### config.mk
export PLATFORM = sky130hd
export DESIGN_NAME = debounced_press_length_classifier_core
export DESIGN_NICKNAME = d
export VERILOG_FILES = /design/src/rtl/dplc_pkg.sv /design/src/rtl/debounced_press_length_classifier_core.sv
export VERILOG_INCLUDE_DIRS = /design/src /design/src/rtl
export SDC_FILE = /design/constraint.sdc
export NUM_CORES = 1
export LEC_CHECK = 0
export ABC_AREA = 0
export ABC_CLOCK_PERIOD_IN_PS = 4400
export BUFFER_PORTS_ARGS = -buffer_cell sky130_fd_sc_hd__buf_2
export CAP_MARGIN = 10
export CORE_MARGIN = 2
export CORE_UTILIZATION = 29
export CTS_CLUSTER_DIAMETER = 40
export DETAILED_ROUTE_END_ITERATION = 10
export MAX_ROUTING_LAYER = met4
export SYNTH_ARGS = -nofsm -noshare
export SYNTH_HDL_FRONTEND = slang
export SYNTH_SLANG_ARGS = --single-unit
### constraint.sdc
create_clock -name clk_i -period 4.4 [get_ports clk_i]
set_clock_uncertainty 0.05 [all_clocks]
set_input_delay 0.44 -clock clk_i [delete_from_list [all_inputs] [get_ports clk_i]]
set_output_delay 0.44 -clock clk_i [all_outputs]
set_load 0.02 [all_outputs]
### src/rtl/debounced_press_length_classifier_core_defines.svh
// ----------------------------------------------------------------------------
// Assertion macros for the press-length classifier
// Shared concurrent assertion forms, clocked on clk_i, disabled in reset.
// ----------------------------------------------------------------------------
`ifndef DEBOUNCED_PRESS_LENGTH_CLASSIFIER_CORE_DEFINES_SVH
`define DEBOUNCED_PRESS_LENGTH_CLASSIFIER_CORE_DEFINES_SVH

// Same-cycle implication
`define DPLC_ASSERT_IMP(label, ante, cons, msg) \
  label: assert property (@(posedge clk_i) disable iff (!rst_ni) (ante) |-> (cons)) \
    else $error(msg);

// Next-cycle implication
`define DPLC_ASSERT_NXT(label, ante, cons, msg) \
  label: assert property (@(posedge clk_i) disable iff (!rst_ni) (ante) |=> (cons)) \
    else $error(msg);

`endif

### src/rtl/dplc_pkg.sv
// ----------------------------------------------------------------------------
// dplc_pkg
// Types and constants of the debounced press-length classifier.
// ----------------------------------------------------------------------------
`timescale 1ns / 1ps

package dplc_pkg;

  // Configuration register width and default counter width
  localparam int unsigned CfgW         = 16;
  localparam int unsigned CountWidthDef = 16;
  localparam int unsigned CfgAddrW     = 3;

  // Stream data widths (padded to whole bytes)
  localparam int unsigned InDataW  = 8;
  localparam int unsigned OutDataW = 8;

  // Register indexes
  typedef enum logic [CfgAddrW-1:0] {
    REG_DEBOUNCE    = 3'd0,
    REG_MEDIUM      = 3'd1,
    REG_LONG        = 3'd2,
    REG_REPORT_HELD = 3'd3
  } reg_idx_e;

  // Reset values of the registers
  localparam logic [CfgW-1:0] DebounceRst = 16'd50;
  localparam logic [CfgW-1:0] MediumRst   = 16'd2000;
  localparam logic [CfgW-1:0] LongRst     = 16'd5000;

  // Press classes, used for both event and hold level
  typedef enum logic [1:0] {
    PRESS_NONE   = 2'd0,
    PRESS_SHORT  = 2'd1,
    PRESS_MEDIUM = 2'd2,
    PRESS_LONG   = 2'd3
  } press_e;

  // Pin levels (active low button)
  localparam logic LvlPressed  = 1'b0;
  localparam logic LvlReleased = 1'b1;

  // One result transaction
  typedef struct packed {
    press_e held_level;
    press_e press_event;
  } result_t;

endpackage

### src/rtl/debounced_press_length_classifier_core.sv
// ----------------------------------------------------------------------------
// debounced_press_length_classifier_core
// Button debouncer with short / medium / long press classification.
// ----------------------------------------------------------------------------
// Usage:
//   s_axis carries one transaction per millisecond tick: tdata[0] is the raw
//   active-low pin level. m_axis returns exactly one transaction per tick:
//   press_event (none, short, medium, long) and held_level (current class).
//   cfg_we_i / cfg_addr_i / cfg_wdata_i write the debounce time, the medium
//   and long thresholds and the report-while-held mode; write only when idle.
// Output: a tick's result is registered in the output register, or in the skid on a stall.
// Throughput: one tick per cycle while the skid is empty; the state update is a
//   saturating add and a few 16-bit compares between the state and result registers.
// Stall: an output register plus a one-entry skid register; s_axis_tready
//   drops only when both hold results, so one extra tick is taken while the
//   receiver stalls.
// Reset: rst_ni (async, active low) returns all registers to their defaults,
//   the pin state to released, both ages to zero and empties the output.
// ----------------------------------------------------------------------------
`timescale 1ns / 1ps

`include "debounced_press_length_classifier_core_defines.svh"

module debounced_press_length_classifier_core #(
  parameter int unsigned COUNT_WIDTH = dplc_pkg::CountWidthDef
) (
  input  logic                          clk_i,
  input  logic                          rst_ni,
  // config write port
  input  logic                          cfg_we_i,
  input  logic [dplc_pkg::CfgAddrW-1:0] cfg_addr_i,
  input  logic [dplc_pkg::CfgW-1:0]     cfg_wdata_i,
  // tick input
  input  logic                          s_axis_tvalid,
  output logic                          s_axis_tready,
  input  logic [dplc_pkg::InDataW-1:0]  s_axis_tdata,   // [0] raw_level
  // result output
  output logic                          m_axis_tvalid,
  input  logic                          m_axis_tready,
  output logic [dplc_pkg::OutDataW-1:0] m_axis_tdata    // [1:0] press_event, [3:2] held_level
);

  import dplc_pkg::*;

  localparam int unsigned CmpW = (COUNT_WIDTH > CfgW) ? COUNT_WIDTH : CfgW;
  localparam logic [COUNT_WIDTH-1:0] AgeMax = {COUNT_WIDTH{1'b1}};

  // Configuration registers
  logic [CfgW-1:0] debounce_q, medium_q, long_q;
  logic            rwh_q;

  always_ff @(posedge clk_i or negedge rst_ni) begin
    if (!rst_ni) begin
      debounce_q <= DebounceRst;
      medium_q   <= MediumRst;
      long_q     <= LongRst;
      rwh_q      <= 1'b0;
    end else if (cfg_we_i) begin
      case (cfg_addr_i)
        REG_DEBOUNCE:    debounce_q <= cfg_wdata_i;
        REG_MEDIUM:      medium_q   <= cfg_wdata_i;
        REG_LONG:        long_q     <= cfg_wdata_i;
        REG_REPORT_HELD: rwh_q      <= cfg_wdata_i[0];
        default: ;
      endcase
    end
  end

  // Tracking state
  logic                   prev_raw_q, prev_raw_d;
  logic                   stable_q, stable_d;
  logic [COUNT_WIDTH-1:0] edge_age_q, edge_age_d;
  logic [COUNT_WIDTH-1:0] press_age_q, press_age_d;
  press_e                 prev_held_q, prev_held_d;

  logic    s_accept;
  logic    raw;
  result_t res;

  logic [CmpW-1:0] edge_x, press_x, deb_x, med_x, long_x;
  logic [COUNT_WIDTH-1:0] edge_inc, press_inc;
  logic            is_stable;

  assign raw = s_axis_tdata[0];

  // Per-tick classification
  always_comb begin
    edge_inc  = (edge_age_q == AgeMax) ? AgeMax : edge_age_q + COUNT_WIDTH'(1);
    press_inc = (press_age_q == AgeMax) ? AgeMax : press_age_q + COUNT_WIDTH'(1);
    edge_age_d  = (raw != prev_raw_q) ? '0 : edge_inc;
    press_age_d = press_inc;

    edge_x  = CmpW'(edge_age_d);
    press_x = CmpW'(press_inc);
    deb_x   = CmpW'(debounce_q);
    med_x   = CmpW'(medium_q);
    long_x  = CmpW'(long_q);

    is_stable       = edge_x > deb_x;
    prev_raw_d      = prev_raw_q;
    stable_d        = stable_q;
    prev_held_d     = prev_held_q;
    res.press_event = PRESS_NONE;
    res.held_level  = PRESS_NONE;

    if (is_stable) begin
      // release report or start of a stable press
      if (raw == LvlPressed && stable_q == LvlReleased) begin
        press_age_d = '0;
        stable_d    = LvlPressed;
      end else if (raw == LvlReleased && stable_q == LvlPressed) begin
        stable_d = LvlReleased;
        if (press_x < med_x) begin
          res.press_event = PRESS_SHORT;
        end else if (press_x < long_x) begin
          if (!rwh_q) res.press_event = PRESS_MEDIUM;
        end else if (!rwh_q) begin
          res.press_event = PRESS_LONG;
        end
      end
      // hold class; in hold mode a threshold crossing reports once
      if (raw == LvlPressed) begin
        res.held_level = PRESS_SHORT;
        if (edge_x >= med_x) begin
          res.held_level = PRESS_MEDIUM;
          if (rwh_q && prev_held_q == PRESS_SHORT) res.press_event = PRESS_MEDIUM;
        end
        if (edge_x >= long_x) begin
          res.held_level = PRESS_LONG;
          if (rwh_q && prev_held_q == PRESS_MEDIUM) res.press_event = PRESS_LONG;
        end
      end
      prev_held_d = res.held_level;
    end else begin
      prev_raw_d = raw;
    end
  end

  always_ff @(posedge clk_i or negedge rst_ni) begin
    if (!rst_ni) begin
      prev_raw_q  <= LvlReleased;
      stable_q    <= LvlReleased;
      edge_age_q  <= '0;
      press_age_q <= '0;
      prev_held_q <= PRESS_NONE;
    end else if (s_accept) begin
      prev_raw_q  <= prev_raw_d;
      stable_q    <= stable_d;
      edge_age_q  <= edge_age_d;
      press_age_q <= press_age_d;
      prev_held_q <= prev_held_d;
    end
  end

  // Output register with one-entry skid
  logic    out_valid_q, skid_valid_q;
  result_t out_q, skid_q;
  logic    m_pop;

  assign s_axis_tready = !skid_valid_q;
  assign s_accept      = s_axis_tvalid && s_axis_tready;
  assign m_pop         = out_valid_q && m_axis_tready;

  always_ff @(posedge clk_i or negedge rst_ni) begin
    if (!rst_ni) begin
      out_valid_q  <= 1'b0;
      skid_valid_q <= 1'b0;
    end else if (skid_valid_q) begin
      if (m_pop) begin
        skid_valid_q <= 1'b0;
      end
    end else if (s_accept) begin
      if (out_valid_q && !m_pop) begin
        skid_valid_q <= 1'b1;
      end else begin
        out_valid_q <= 1'b1;
      end
    end else if (m_pop) begin
      out_valid_q <= 1'b0;
    end
  end

  always_ff @(posedge clk_i) begin
    if (skid_valid_q) begin
      if (m_pop) out_q <= skid_q;
    end else if (s_accept) begin
      if (out_valid_q && !m_pop) begin
        skid_q <= res;
      end else begin
        out_q <= res;
      end
    end
  end

  assign m_axis_tvalid = out_valid_q;
  assign m_axis_tdata  = OutDataW'(out_q);

  // Assertions
  `DPLC_ASSERT_IMP(a_skid_needs_out, skid_valid_q, out_valid_q,
                   "skid full with output empty")
  `DPLC_ASSERT_IMP(a_skid_blocks_in, skid_valid_q, !s_axis_tready,
                   "input open with skid full")
  `DPLC_ASSERT_NXT(a_stall_fills_skid, s_accept && out_valid_q && !m_axis_tready,
                   skid_valid_q, "stalled result not parked in skid")
  `DPLC_ASSERT_NXT(a_edge_clears_age, s_accept && (raw != prev_raw_q),
                   edge_age_q == '0, "raw edge did not clear edge age")

endmodule
==> results.cfg, run 1 <==
[status]
status = complete, no violations

[cts]
clkSlewWorstSetupHoldPaths_ns = 0.07
cts_sinks = 95
tritoncts = built
clock-root-buffer = clkbuf_16
worst_skew_pair.late_latency_ns = 0.36
ctsHoldBuffers = 0
htreeDepth = 3
ctsLongestPathBuffers = 2
cts_made_buffers = 9

[yosys]
synth_area_per_cell_um2 = 8.96
synthSimpleGateAreaFrac_pct = 16.6
netlist_area_um2 = 6530
yosysSeqAreaShare_pct = 37.3
synth_compound_area_share_pct = 19.9
ys_async_sr_fraction_pct = 91.6
syn_inst = 729
ys_ff_latch = 95
synth_edf_count = 8
ys_warn_count = 0
synth_adder_area_share_pct = 15.7
ys_types = 69
synth_top_family_by_area = compound AO/OA/AOI/OAI gates
synth_xor_area_share_pct = 2.55
synth.area.mux_share_pct = 2.17
synthFlopType = dfrtp_1

[final_layout]
nets = 879
syn2layout_area_growth_pct = 14.7
post_route_cells_drive_above_1_share_pct = 16.1
n_fill_cell = 2208
antennaDiodeCount = 0
instances_no_fill = 1050

[pwr]
power_density_nw_per_um2 = 411
ir_drop_uv = 180
p_leak_nw = 3.48

[floorplanning]
num_rows = 54
die_area_um2 = 23700
die_w_um = 154
start_util_pct = 29.7
fp.coreArea_um2 = 22000
boundaryPins = 42
fp.dieH_um = 154

[timing]
max_freq_mhz = 241
max-slew-margin-rel_pct = 47.9
fin_crit_ns = 4.15
finalWorstSetupSlack_ns = 0.246
rsz0062_at_grt = false
setup_tns_ns = 0
setup-violations-final = 0
period_share_pct = 94.4
drv_slew = 0
final_hold_viol_count = 0
max_slew.worst_pin.slew_ns = 0.782

[placed_design]
place_inst = 1033
io_buffers = 30
dp_hpwl_mm = 12.2
gp_congestion = 0.868
dp_slack_ns = 0.214

[global_route]
grt_pass1_vias = 4978
grt_pass1_wl_mm = 26.6
overflow = 0
antenna_found_initial = 0
grt_usage_pct = 14.6
grt_max_degree = 60

[route]
firstDrtPassIters = 4
wl_met3_um = 367
top_layer = met4
vias_per_cell = 5.02
wl_met2_mm = 7.42
drt-initial-drc-count = 316
routed_wl_mm = 15.9
drc = 0
routedLengthMet1_mm = 7.82
wl_per_cell_um = 15.2
via_count = 5268
ant_nets = 0

[critical_path]
reg2reg_depth = 16
cp_max_fo = 6
crit_path_start_kind = flip-flop
crit_path_end_kind = flip-flop
crit_start = press_age_q[0]$_DFFE_PN0P_
path_class = flip-flop to flip-flop
r2r_start = press_age_q[0]$_DFFE_PN0P_
required_ns = 4.55
crit_arrival_ns = 4.31

[min_path]
hold_path.class = primary input to async pin

[job]
max-cap-violations = 0
-- kinds of logic after synthesis --
group | count (synthesis)
simple gates | 223
compound gates | 205
flops | 95
buf+inv | 91
fa+ha+maj | 82
xor+xnor | 19
mux | 13
other cells | 1
-- per-layer routing --
| layer | up-vias | global-route usage [%] |
|---|---|---|
| met5 | - | - |
| met4 | 0 | 4.58 |
| met3 | 20 | 2.45 |
| met2 | 69 | 23.0 |
| met1 | 2488 | 19.1 |
| li1 | 2691 | - |
-- power by group --
part	total, mW	switching [mW]	internal, mW	leakage, nW
Clock	0.926	0.365	0.561	0.165
Combinational	0.986	0.610	0.376	2.15
Sequential	1.17	0.0992	1.07	1.16
-- area by class of cell --
cell class	count	area (um2)	area share, %
sequential	95	2440	32.5
clock inverter	6	115	1.54
timing repair buffer	54	333	4.44
multi-input combinational	546	3800	50.8
clock buffer	10	229	3.06
inverter	59	221	2.96
tap	280	350	4.68
-- timing repair --
item                       in CTS  in global routing
setup endpoints to repair       0                 15
resized for setup               0                 15
setup buffers                   0                  1
-- layout by cell type (no fill, tap or decap), drive strengths merged, types with 9 or more instances in the layout --
master | synthesis | routed
nor2 | 40 | 40
clkbuf | 19 | 10
nand3 | 12 | 12
dfstp | 16 | 16
nand2 | 95 | 95
o21ai | 74 | 74
inv | 58 | 60
nor3 | 12 | 12
a21oi | 52 | 52
mux2 | 9 | 9
nand4 | 16 | 16
ha | 82 | 82
dfrtp | 71 | 71
xnor2 | 14 | 14
buf | 13 | 54
and3 | 16 | 16
-- through the flow --
step | instance area [um2] | hold slack [ns] | util (%) | power [mW]
floorplan | 6540 | 0.0944 | - | 1.84
global placement | 7080 | 0.436 | 32.3 | 2.13
detailed placement | 7080 | 0.441 | 32.3 | 2.15
CTS | 7430 | 0.138 | 33.8 | 3.09
global route | 7490 | 0.173 | 34.1 | 3.31
finish | 7490 | 0.110 | 34.1 | 3.08
-- state kept, by name, summed over array words and instances (netlist names) --
signal / cells
m_axis_tdata: 4
prev_held_q: 2
skid_valid_q: 1
m_axis_tvalid: 1
prev_raw_q: 1
rwh_q: 1
edge_age_q: 16
stable_q: 1
skid_q: 4
long_q: 16
press_age_q: 16
med_x: 16
deb_x: 16
-- critical path: stages, from the launching register on --
cell       delay (ns)
dfrtp_1          0.45
and3_1           0.23
and2_1           0.21
and3_1           0.24
and2_1           0.21
and3_1           0.23
xnor2_1          0.19
nand2_1          0.14
ha_1             0.33
nand4_1          0.13
nor3_1           0.42
o2111ai_1        0.20
a41oi_2          0.25
a2111oi_2        0.08
buf_4            0.15
o41a_1           0.34
a21boi_1         0.16
-- cell usage after synthesis (3+ instances only) --
| library cell | count | area (um2) |
|---|---|---|
| a211oi_1 | 8 | 60.1 |
| a21o_1 | 8 | 60.1 |
| a21oi_1 | 52 | 260 |
| a311oi_1 | 4 | 35.0 |
| a31oi_1 | 7 | 43.8 |
| and2_1 | 6 | 37.5 |
| and3_1 | 15 | 93.8 |
| and4_1 | 5 | 43.8 |
| buf_2 | 5 | 25.0 |
| buf_4 | 5 | 37.5 |
| clkbuf_1 | 19 | 71.3 |
| dfrtp_1 | 71 | 1780 |
| dfstp_2 | 16 | 420 |
| edfxtp_1 | 8 | 240 |
| ha_1 | 82 | 1030 |
| inv_1 | 58 | 218 |
| mux2_2 | 9 | 101 |
| mux2i_1 | 4 | 40.0 |
| nand2_1 | 94 | 353 |
| nand2b_1 | 4 | 25.0 |
| nand3_1 | 11 | 55.1 |
| nand4_1 | 16 | 100 |
| nor2_1 | 40 | 150 |
| nor2b_1 | 5 | 31.3 |
| nor3_1 | 12 | 60.1 |
| nor4_1 | 3 | 18.8 |
| o211ai_1 | 6 | 45.0 |
| o21a_1 | 8 | 60.1 |
| o21ai_0 | 73 | 365 |
| o22a_1 | 6 | 52.6 |
| o31ai_1 | 3 | 22.5 |
| o41ai_1 | 3 | 26.3 |
| xnor2_1 | 14 | 123 |
| xor2_1 | 5 | 43.8 |
-- worst paths after layout --
path,slack [ns],endpoint
worst min-delay path,0.11,deb_x[2]$_DFFE_PN0P_
min in group clk_i,0.23,skid_valid_q$_DFF_PN0_
max in group asynchronous,3.28,long_q[12]$_DFFE_PN1P_
worst max-delay path,0.25,m_axis_tdata[0]$_DFFE_PP_
worst max register to register,0.25,m_axis_tdata[0]$_DFFE_PP_
worst min register to register,0.45,stable_q$_DFFE_PN1P_
Note: power is estimated with default switching activity, not from simulation.
==> inputs of run 2 (changes only) <==
--- a/config.mk
+++ b/config.mk
@@ -15,6 +15,8 @@
 export CTS_CLUSTER_DIAMETER = 40
 export DETAILED_ROUTE_END_ITERATION = 10
 export MAX_ROUTING_LAYER = met4
+export PLACE_DENSITY = 0.47
+export SETUP_SLACK_MARGIN = 0.3
 export SYNTH_ARGS = -nofsm -noshare
 export SYNTH_HDL_FRONTEND = slang
 export SYNTH_SLANG_ARGS = --single-unit
==> constraint.sdc (replaced) <==
create_clock -name clk_i -period 4.4 [get_ports clk_i]
set_clock_uncertainty 0.05 [all_clocks]
set_input_delay 0.88 -clock clk_i [delete_from_list [all_inputs] [get_ports clk_i]]
set_output_delay 0.88 -clock clk_i [all_outputs]
set_load 0.02 [all_outputs]
==> run 2 against run 1 <==
Combinational power up 9%. Flip-flop and latch count unchanged. Clock-buffer cell count increased by 1. Utilization is 1.0 points higher. Worst setup slack improved by 0.27 ns. Hold slack gained 0.34 ns. Critical path type unchanged. Largest cell class unchanged. Largest power group unchanged.
==> results.cfg, run 2 (same netlist as run 1, synthesis figures left out) <==
[route]
firstDrtPassIters = 4
via_count = 5344
wl_per_cell_um = 16.4
drt-initial-drc-count = 304
vias_per_cell = 4.99
ant_nets = 0
drc = 0
routed_wl_mm = 17.5

[pwr]
finalPower_mw = 3.08
p_leak_nw = 3.58
power_density_nw_per_um2 = 399
ir_drop_uv = 155

[min_path]
holdPathEnd = stable_q$_DFFE_PN1P_
min_path_cells = 2
hold_path.class = flip-flop to flip-flop
min_from = stable_q$_DFFE_PN1P_

[placed_design]
io_buffers = 30
place_inst = 1049
gp_congestion = 0.866
placed_cell_area_um2 = 7220
dp_hpwl_mm = 13.2

[final_layout]
multiInputGateArea_um2 = 3900
seqCellArea_um2 = 2440
syn2layout_area_growth_pct = 18.2
stdcell_area_um2 = 7720
n_fill_cell = 2269
instances_no_fill = 1070
antennaDiodeCount = 0
final_common_cell = nand2_1
post_route_cells_drive_above_1_share_pct = 20.1
nets = 899
final_cell_mix = 94 x nand2_1, 82 x ha_1, 72 x o21ai_0, 71 x dfrtp_1, 58 x inv_1
finalCoreUtilization_pct = 35.1

[cts]
htreeDepth = 3
tritoncts = built
clock-root-buffer = clkbuf_16
ctsHoldBuffers = 0
cts_made_buffers = 9
ctsLongestPathBuffers = 2
cts_sinks = 95
worst_skew_pair.late_latency_ns = 0.36
clkSlewWorstSetupHoldPaths_ns = 0.08

[timing]
final_hold_viol_count = 0
setup-violations-final = 0
period_share_pct = 88.2
rsz0062_at_grt = true
max_freq_mhz = 258
max_slew.worst_pin.slew_ns = 0.859
fin_crit_ns = 3.88
setup_tns_ns = 0
max-slew-margin-rel_pct = 42.7
drv_slew = 0

[global_route]
grt_pass1_vias = 5120
grt_usage_pct = 15.6
grt_pass1_wl_mm = 27.9
overflow = 0
antenna_found_initial = 0
grt_max_degree = 64

[floorplanning]
start_util_pct = 29.7
fp.dieH_um = 154
num_rows = 54
boundaryPins = 42
fp.coreArea_um2 = 22000
die_area_um2 = 23700
die_w_um = 154

[critical_path]
crit_path_start_kind = flip-flop
r2r_start = edge_age_q[1]$_DFFE_PN0P_
cp_max_fo = 6
crit_path_end_kind = flip-flop
r2r_end = m_axis_tdata[2]$_DFFE_PP_
reg2reg_setup_slack_ns = 0.52
reg2reg_depth = 17
required_ns = 4.46
path_class = flip-flop to flip-flop
crit_arrival_ns = 3.94

[status]
status = complete, no violations

[job]
max-cap-violations = 0
==> run 2: where the power goes <==
group          internal, mW  switching, mW  leakage (nW)  total [mW]
registers              1.07         0.0929          1.16        1.16
logic                 0.414          0.651          2.27        1.07
clock network         0.463          0.394         0.147       0.857
total                  1.94           1.14          3.58        3.08
==> run 2: worst max-delay path, cell delays in order, from the launching register on <==
cell	delay, ns
dfrtp_1	0.40
ha_1	0.19
and4_4	0.22
nand3_1	0.12
nor2_2	0.16
buf_4	0.16
nand3_1	0.07
o21ai_0	0.15
nor2_2	0.11
ha_1	0.33
o2111ai_4	0.25
nor3_1	0.11
a2111oi_2	0.33
buf_4	0.16
a21bo_2	0.25
nor3_2	0.20
nor3_1	0.09
mux2_2	0.28
==> run 2: worst max path at each step <==
stage,from,end,slack (ns),cells past startpoint
2_1_floorplan,s_axis_tdata[0],m_axis_tdata[2]$_DFFE_PP_,0.39,14
3_3_place_gp,press_age_q[2]$_DFFE_PN0P_,m_axis_tdata[0]$_DFFE_PP_,0.27,16
3_5_place_dp,edge_age_q[0]$_DFFE_PN0P_,m_axis_tdata[2]$_DFFE_PP_,0.29,16
4_1_cts,edge_age_q[0]$_DFFE_PN0P_,m_axis_tdata[2]$_DFFE_PP_,0.33,16
5_1_grt,edge_age_q[1]$_DFFE_PN0P_,m_axis_tdata[2]$_DFFE_PP_,0.27,17
6_report,edge_age_q[1]$_DFFE_PN0P_,m_axis_tdata[2]$_DFFE_PP_,0.52,17
==> run 2: cell type report <==
type	count	share of cell area, %
Tap cell	280	4.54
Inverter	59	2.87
Timing Repair Buffer	74	6.47
Clock inverter	5	0.827
Sequential cell	95	31.6
Multi-Input combinational cell	546	50.6
Clock buffer	11	3.15
==> run 2: per-layer routing <==
layer | track usage [%] | up-vias | share of wire [%]
met3 | 1.83 | 19 | 3.3
met1 | 20.7 | 2535 | 49
met5 | - | - | 0
li1 | - | 2727 | -
met2 | 24.5 | 63 | 46
met4 | 5.79 | 0 | 2.1
==> run 2: stage by stage <==
stage / hold WS, ns / setup slack [ns]
after floorplan: 0.418 / 0.389
after global placement: 0.440 / 0.274
after detailed placement: 0.447 / 0.293
after CTS: 0.462 / 0.325
after global routing: 0.477 / 0.272
final: 0.453 / 0.517
==> run 2: repair_timing <==
action / in CTS / in global routing
gates resized for setup: 3 / 31
hold endpoints to repair: 0 / 0
pin swaps: 0 / 7
buffers inserted: 0 / 5
endpoints found under the setup margin: 2 / 21
